<file path="src/rtl/bez_pkg.sv">
// shared constants and types of the bezier segment evaluator
package bez_pkg;

   localparam int COORD_WIDTH_DEF = 32;
   localparam int T_FRAC_BITS_DEF = 16;

   localparam logic [1:0] ORDER_LINEAR    = 2'd0;
   localparam logic [1:0] ORDER_QUADRATIC = 2'd1;
   localparam logic [1:0] ORDER_CUBIC     = 2'd2;

   typedef struct packed {
      logic       vld;
      logic [1:0] order;
   } bez_ctl_type;

endpackage

</file>
<file path="src/rtl/bez_level.sv">
// one de casteljau level: difference, multiply by t, round and add, in three stages
module bez_level #(
   parameter int COORD_WIDTH = bez_pkg::COORD_WIDTH_DEF,
   parameter int T_FRAC_BITS = bez_pkg::T_FRAC_BITS_DEF,
   parameter int LANES = 1,
   parameter logic [1:0] LEVEL = bez_pkg::ORDER_LINEAR
) (
   input  logic                           clock,
   input  logic                           reset,
   input  logic                           advance,
   input  bez_pkg::bez_ctl_type           in_ctl,
   input  logic [T_FRAC_BITS:0]           in_t,
   input  logic signed [COORD_WIDTH-1:0]  in_pos,
   input  logic signed [COORD_WIDTH+1:0]  in_tan,
   input  logic signed [COORD_WIDTH-1:0]  in_a [LANES],
   input  logic signed [COORD_WIDTH-1:0]  in_b [LANES],
   output bez_pkg::bez_ctl_type           out_ctl,
   output logic [T_FRAC_BITS:0]           out_t,
   output logic signed [COORD_WIDTH-1:0]  out_pos,
   output logic signed [COORD_WIDTH+1:0]  out_tan,
   output logic signed [COORD_WIDTH-1:0]  out_r [LANES]
);

   localparam int TW = T_FRAC_BITS + 1;
   localparam int DW = COORD_WIDTH + 1;
   localparam int PW = DW + TW + 1;
   localparam int SW = COORD_WIDTH + 2;
   localparam logic signed [PW-1:0] HALF = PW'(1) <<< (T_FRAC_BITS - 1);
   localparam logic signed [SW-1:0] CMAX = (SW'(1) <<< (COORD_WIDTH - 1)) - SW'(1);
   localparam logic signed [SW-1:0] CMIN = -(SW'(1) <<< (COORD_WIDTH - 1));

   // stage 1: differences
   bez_pkg::bez_ctl_type          s1_ctl_ff;
   logic [TW-1:0]                 s1_t_ff;
   logic signed [COORD_WIDTH-1:0] s1_pos_ff;
   logic signed [SW-1:0]          s1_tan_ff;
   logic signed [COORD_WIDTH-1:0] s1_a_ff [LANES];
   logic signed [DW-1:0]          s1_d_ff [LANES];
   logic signed [DW-1:0]          s1_d_in [LANES];
   logic signed [SW-1:0]          s1_tan_in;

   // stage 2: products
   bez_pkg::bez_ctl_type          s2_ctl_ff;
   logic [TW-1:0]                 s2_t_ff;
   logic signed [COORD_WIDTH-1:0] s2_pos_ff;
   logic signed [SW-1:0]          s2_tan_ff;
   logic signed [COORD_WIDTH-1:0] s2_a_ff [LANES];
   logic signed [PW-1:0]          s2_prod_ff [LANES];
   logic signed [PW-1:0]          s2_prod_in [LANES];

   // stage 3: rounded interpolation
   bez_pkg::bez_ctl_type          s3_ctl_ff;
   logic [TW-1:0]                 s3_t_ff;
   logic signed [COORD_WIDTH-1:0] s3_pos_ff;
   logic signed [SW-1:0]          s3_tan_ff;
   logic signed [COORD_WIDTH-1:0] s3_r_ff [LANES];
   logic signed [COORD_WIDTH-1:0] s3_r_in [LANES];
   logic signed [COORD_WIDTH-1:0] s3_pos_in;

   always_comb begin
      for (int i = 0; i < LANES; i++) begin
         s1_d_in[i] = DW'(in_b[i]) - DW'(in_a[i]);
      end
      // the last-level difference is the tangent
      s1_tan_in = (in_ctl.order == LEVEL) ? SW'(s1_d_in[0]) : in_tan;
   end

   always_comb begin
      for (int i = 0; i < LANES; i++) begin
         s2_prod_in[i] = PW'(s1_d_ff[i]) * PW'($signed({1'b0, s1_t_ff}));
      end
   end

   always_comb begin
      logic signed [PW-1:0] rnd;
      logic signed [SW-1:0] sum;
      rnd = '0;
      sum = '0;
      for (int i = 0; i < LANES; i++) begin
         // round to nearest, ties up
         rnd = (s2_prod_ff[i] + HALF) >>> T_FRAC_BITS;
         sum = SW'(s2_a_ff[i]) + rnd[SW-1:0];
         if (sum > CMAX) begin
            s3_r_in[i] = CMAX[COORD_WIDTH-1:0];
         end else if (sum < CMIN) begin
            s3_r_in[i] = CMIN[COORD_WIDTH-1:0];
         end else begin
            s3_r_in[i] = sum[COORD_WIDTH-1:0];
         end
      end
      s3_pos_in = (s2_ctl_ff.order == LEVEL) ? s3_r_in[0] : s2_pos_ff;
   end

   always_ff @(posedge clock) begin
      if (reset) begin
         s1_ctl_ff <= '0;
         s2_ctl_ff <= '0;
         s3_ctl_ff <= '0;
      end else if (advance) begin
         s1_ctl_ff <= in_ctl;
         s2_ctl_ff <= s1_ctl_ff;
         s3_ctl_ff <= s2_ctl_ff;
      end
   end

   always_ff @(posedge clock) begin
      if (advance) begin
         s1_t_ff    <= in_t;
         s1_pos_ff  <= in_pos;
         s1_tan_ff  <= s1_tan_in;
         s1_a_ff    <= in_a;
         s1_d_ff    <= s1_d_in;
         s2_t_ff    <= s1_t_ff;
         s2_pos_ff  <= s1_pos_ff;
         s2_tan_ff  <= s1_tan_ff;
         s2_a_ff    <= s1_a_ff;
         s2_prod_ff <= s2_prod_in;
         s3_t_ff    <= s2_t_ff;
         s3_pos_ff  <= s3_pos_in;
         s3_tan_ff  <= s2_tan_ff;
         s3_r_ff    <= s3_r_in;
      end
   end

   assign out_ctl = s3_ctl_ff;
   assign out_t   = s3_t_ff;
   assign out_pos = s3_pos_ff;
   assign out_tan = s3_tan_ff;
   assign out_r   = s3_r_ff;

endmodule

</file>
<file path="config.mk">
export PLATFORM = sky130hd
export DESIGN_NAME = bez_level
export DESIGN_NICKNAME = d
export VERILOG_FILES = /design/src/rtl/bez_pkg.sv /design/src/rtl/bez_level.sv
export SDC_FILE = /design/constraint.sdc
export NUM_CORES = 2
export LEC_CHECK = 0
export BUFFER_PORTS_ARGS = -buffer_cell sky130_fd_sc_hd__buf_2
export CAP_MARGIN = 20
export CORE_ASPECT_RATIO = 2
export CORE_MARGIN = 5
export CORE_UTILIZATION = 63
export CTS_CLUSTER_DIAMETER = 40
export DETAILED_ROUTE_END_ITERATION = 7
export GPL_TIMING_DRIVEN = 0
export PLACE_DENSITY = 0.83
export SYNTH_ARGS = -nofsm -noshare
export SYNTH_HDL_FRONTEND = slang
export SYNTH_SLANG_ARGS = --single-unit
</file>
<file path="constraint.sdc">
create_clock -name clock -period 7.7 [get_ports clock]
set_input_delay 1.54 -clock clock [delete_from_list [all_inputs] [get_ports clock]]
set_output_delay 1.54 -clock clock [all_outputs]
set_load 0.01 [all_outputs]
</file>
==> results by group <==
Placed design
  • Pre-CTS WS: -1.03 ns
  • DP HPWL: ~86000 um
  • Routability congestion estimate: between 1 and 1.5
  • Placed cell area: a little under 0.04 mm^2
  • Count of input and output buffers: ~270

Clocking
  • Hold_buf cts: 0
  • H-tree depth: 2
  • Clock buffer depth: 3
  • Skew-Pair Late Insertion Delay: about 0.59 ns
  • CTS tree: built
  • Clk slew on worst S/H paths: roughly 0.07 ns
  • Number of buffers created by CTS: 41
  • Root buf cell: clkbuf_16
  • Clock sinks: 422

Worst setup path
  • CP Capture Type: flip-flop
  • Stages on the worst setup path: 20
  • Reg2reg end: s2_prod_ff[48]
  • Setup crit end: s2_prod_ff[48]
  • CP most frequent cell: fa_1
  • Top Family by Delay on Critical Path: adder cells
  • Critical path origin: s1_d_ff[10]
  • CP max stage delay: between 0.6 and 0.7 ns
  • WP data required: about 8 ns
  • Slowest cell on crit path: edfxtp_1
  • Critical Path Fanout Max: 10
  • Worst path bufs/invs: 3
  • WP data arrival: 8.06 ns
  • CP Cell Sequence: clkbuf_1 -> and2_1 -> fa_1 -> inv_1 -> fa_1 -> fa_1 -> fa_1 -> inv_1 -> fa_1 -> fa_1 -> ha_1 -> and2_1 -> nor3_1 -> and3_1 -> o31ai_2 -> a32oi_2 -> o211ai_1 -> o41ai_2 -> or3_1 -> a221oi_1
  • Critical Path Start Type: flip-flop
  • RR Startpoint: s1_d_ff[10]
  • Setup slack, reg-to-reg: 0.02 ns
  • Crit path kind: flip-flop to flip-flop
  • Cells on worst reg2reg path: 20

Floorplanning
  • IO Pins: approximately 270
  • Initial core utilization: a little under two thirds
  • DIE WIDTH: about 180 um
  • Rows: 125
  • Die Span Y: roughly 350 um
  • Die Footprint: between 0.06 and 0.07 mm^2
  • Core area: 0.0580 mm^2

Cells and area
  • Fin nets: 4592
  • Share of cells above drive strength 1: around 11%
  • Post-Route Utilization: a little over two thirds
  • Layout area overhead: 10.5%
  • Final instance area: 0.0408 mm^2

Synth
  • Sequential cell area fraction in the yosys report: about a third
  • Syn Inst Count: approximately 3400
  • Count leader, synth: inv_1
  • Yosys cell types: between 70 and 80
  • Post-synth top cells: inv_1, fa_1, nand2_1
  • Area of the mapped netlist: around 0.037 mm^2
  • Synth top area share: 33.6%
  • Avg Inst Size Synth: roughly 11 um^2
  • Adder-cell area share of the yosys netlist: a little over a third
  • Multiplexer share of the synthesized area: less than 1%
  • Synth Net Count: about 4300
  • Leading area contributor after synthesis: edfxtp_1
  • Synth Area in Simple Gates: between 10% and 20%
  • Post-synth EDFFs: between 400 and 500
  • Synth top area cells: edfxtp_1, fa_1, inv_1
  • YS warnings: 0
  • Most used DFF post-synth: edfxtp_1
  • Yosys reg bits: roughly 420
  • Main combinational cell family by area after synthesis: adder cells
  • Compound-cell area share of the yosys netlist: ~5.8%
  • XOR/XNOR Fraction of Synth Area: under 10%
  • Ys async rst share: 0%

STA
  • Fmax: approximately 0.13 GHz
  • Setup violators final: 0
  • Final period util: approximately 100%
  • Tightest Pin Transition: 1.16 ns
  • Period minus WS final: ~7.7 ns
  • Fin Setup TNS: 0 ns
  • Setup WS post-layout: 0.0150 ns
  • Worst rel slew slack: 22.4%
  • Unrepaired setup endpoints after global routing: yes
  • Final hold vios: 0
  • Setup Skew: 0.0264 ns
  • Fin. max-slew vios: 0

Outcome
  • Run status: completed

Routing
  • Detailed-route via count: around 26000
  • WL/cell: 23.6 um
  • ANT nets after route: 0
  • DR pass1 iterations: 6
  • DRC errors left: 0
  • Drt total wl: 107000 um
  • 1st-iter DRT viols: 2171
  • Vias per cell: ~5.8

Min path
  • Hold crit path type: flip-flop to flip-flop

Global route
  • Largest net degree at the start of global routing: 139
  • Vias in the first global route: ~29000
  • Total track usage: 34.0%
  • First-pass GRT wire length: approximately 160000 um
  • GRT overflow: 0
  • Antenna violations before repair: 8

Flow run
  • Max-cap viol count: 0
## timing repair
item	CTS	global route
resized for setup	13	63
buffers inserted	3	0
endpoints found under the setup margin	21	10
## through the flow
stage	hold slack [ns]	std cells
finish	0.410	4534
global placement	0.400	4440
global route	0.423	4525
floorplan	0.400	3409
detailed placement	0.405	4445
CTS	0.417	4523
## per-layer routing
layer / wire, um / GRT usage, %
met5: 13 / 0
met3: 7850 / 4.92
met4: 12200 / 29.0
met2: 54100 / 59.3
met1: 32900 / 35.5
## registers in the layout (all words and copies together) (netlist names), 32 cells and up
register	count
out_pos	32
out_r	32
out_tan	34
s1_a_ff	32
s1_d_ff	33
s1_pos_ff	32
s1_tan_ff	34
s2_a_ff	32
s2_pos_ff	32
s2_prod_ff	35
s2_tan_ff	34
## how the worst min path moves through the flow
stage	startpoint	endpoint	slack, ns	depth (start not counted)
final	s2_t_ff[3]	out_t[3]	0.41	0
after CTS	s2_t_ff[3]	out_t[3]	0.42	0
after floorplan	s2_t_ff[0]	out_t[0]	0.40	0
after global routing	s1_a_ff[17]	s2_a_ff[17]	0.42	0
after global placement	s2_t_ff[7]	out_t[7]	0.40	0
after detailed placement	s2_t_ff[15]	out_t[15]	0.40	0
## area by class of cell
cell class | instances | area [um^2]
multi-input combinational | 2206 | 21400
clock buffer | 49 | 1070
tap | 762 | 953
buffer | 115 | 492
fill | 4283 | 17200
clock inverter | 26 | 277
sequential | 422 | 12600
antenna | 12 | 30.0
timing repair buffer | 277 | 1470
inverter | 665 | 2500
## layout by cell type (no fill, tap or decap), types with 13 or more instances in the layout
master and instances:
clkbuf_1 80, o211ai_1 13, a21oi_1 123, ha_1 180, o21ai_0 47, inv_1 665, nand4_1 19, buf_2 277
and2_1 329, nand2_1 428, fa_1 531, edfxtp_1 413, o21a_1 17, xor2_1 40, nand3_1 24, clkbuf_2 28
nor3_1 19, nor2b_1 14, a21o_1 45, o21bai_1 15, clkbuf_16 41, nor2_1 110, xnor2_1 90
## cell families (layout without fill, tap and decap cells)
| group | count (synthesis) | count (layout) |
|---|---|---|
| adder cells (fa/ha/maj) | 711 | 711 |
| XOR/XNOR | 131 | 131 |
| multiplexers | 22 | 22 |
| flip-flops | 422 | 422 |
| other | 0 | 12 |
| buffers and inverters | 781 | 1132 |
| AO/OA/AOI/OAI | 334 | 334 |
| AND/OR/NAND/NOR | 1008 | 1008 |
Power is left out: the tool's default activity adds up to more than one toggle a clock period on the data nets, which glitch-free logic cannot reach.
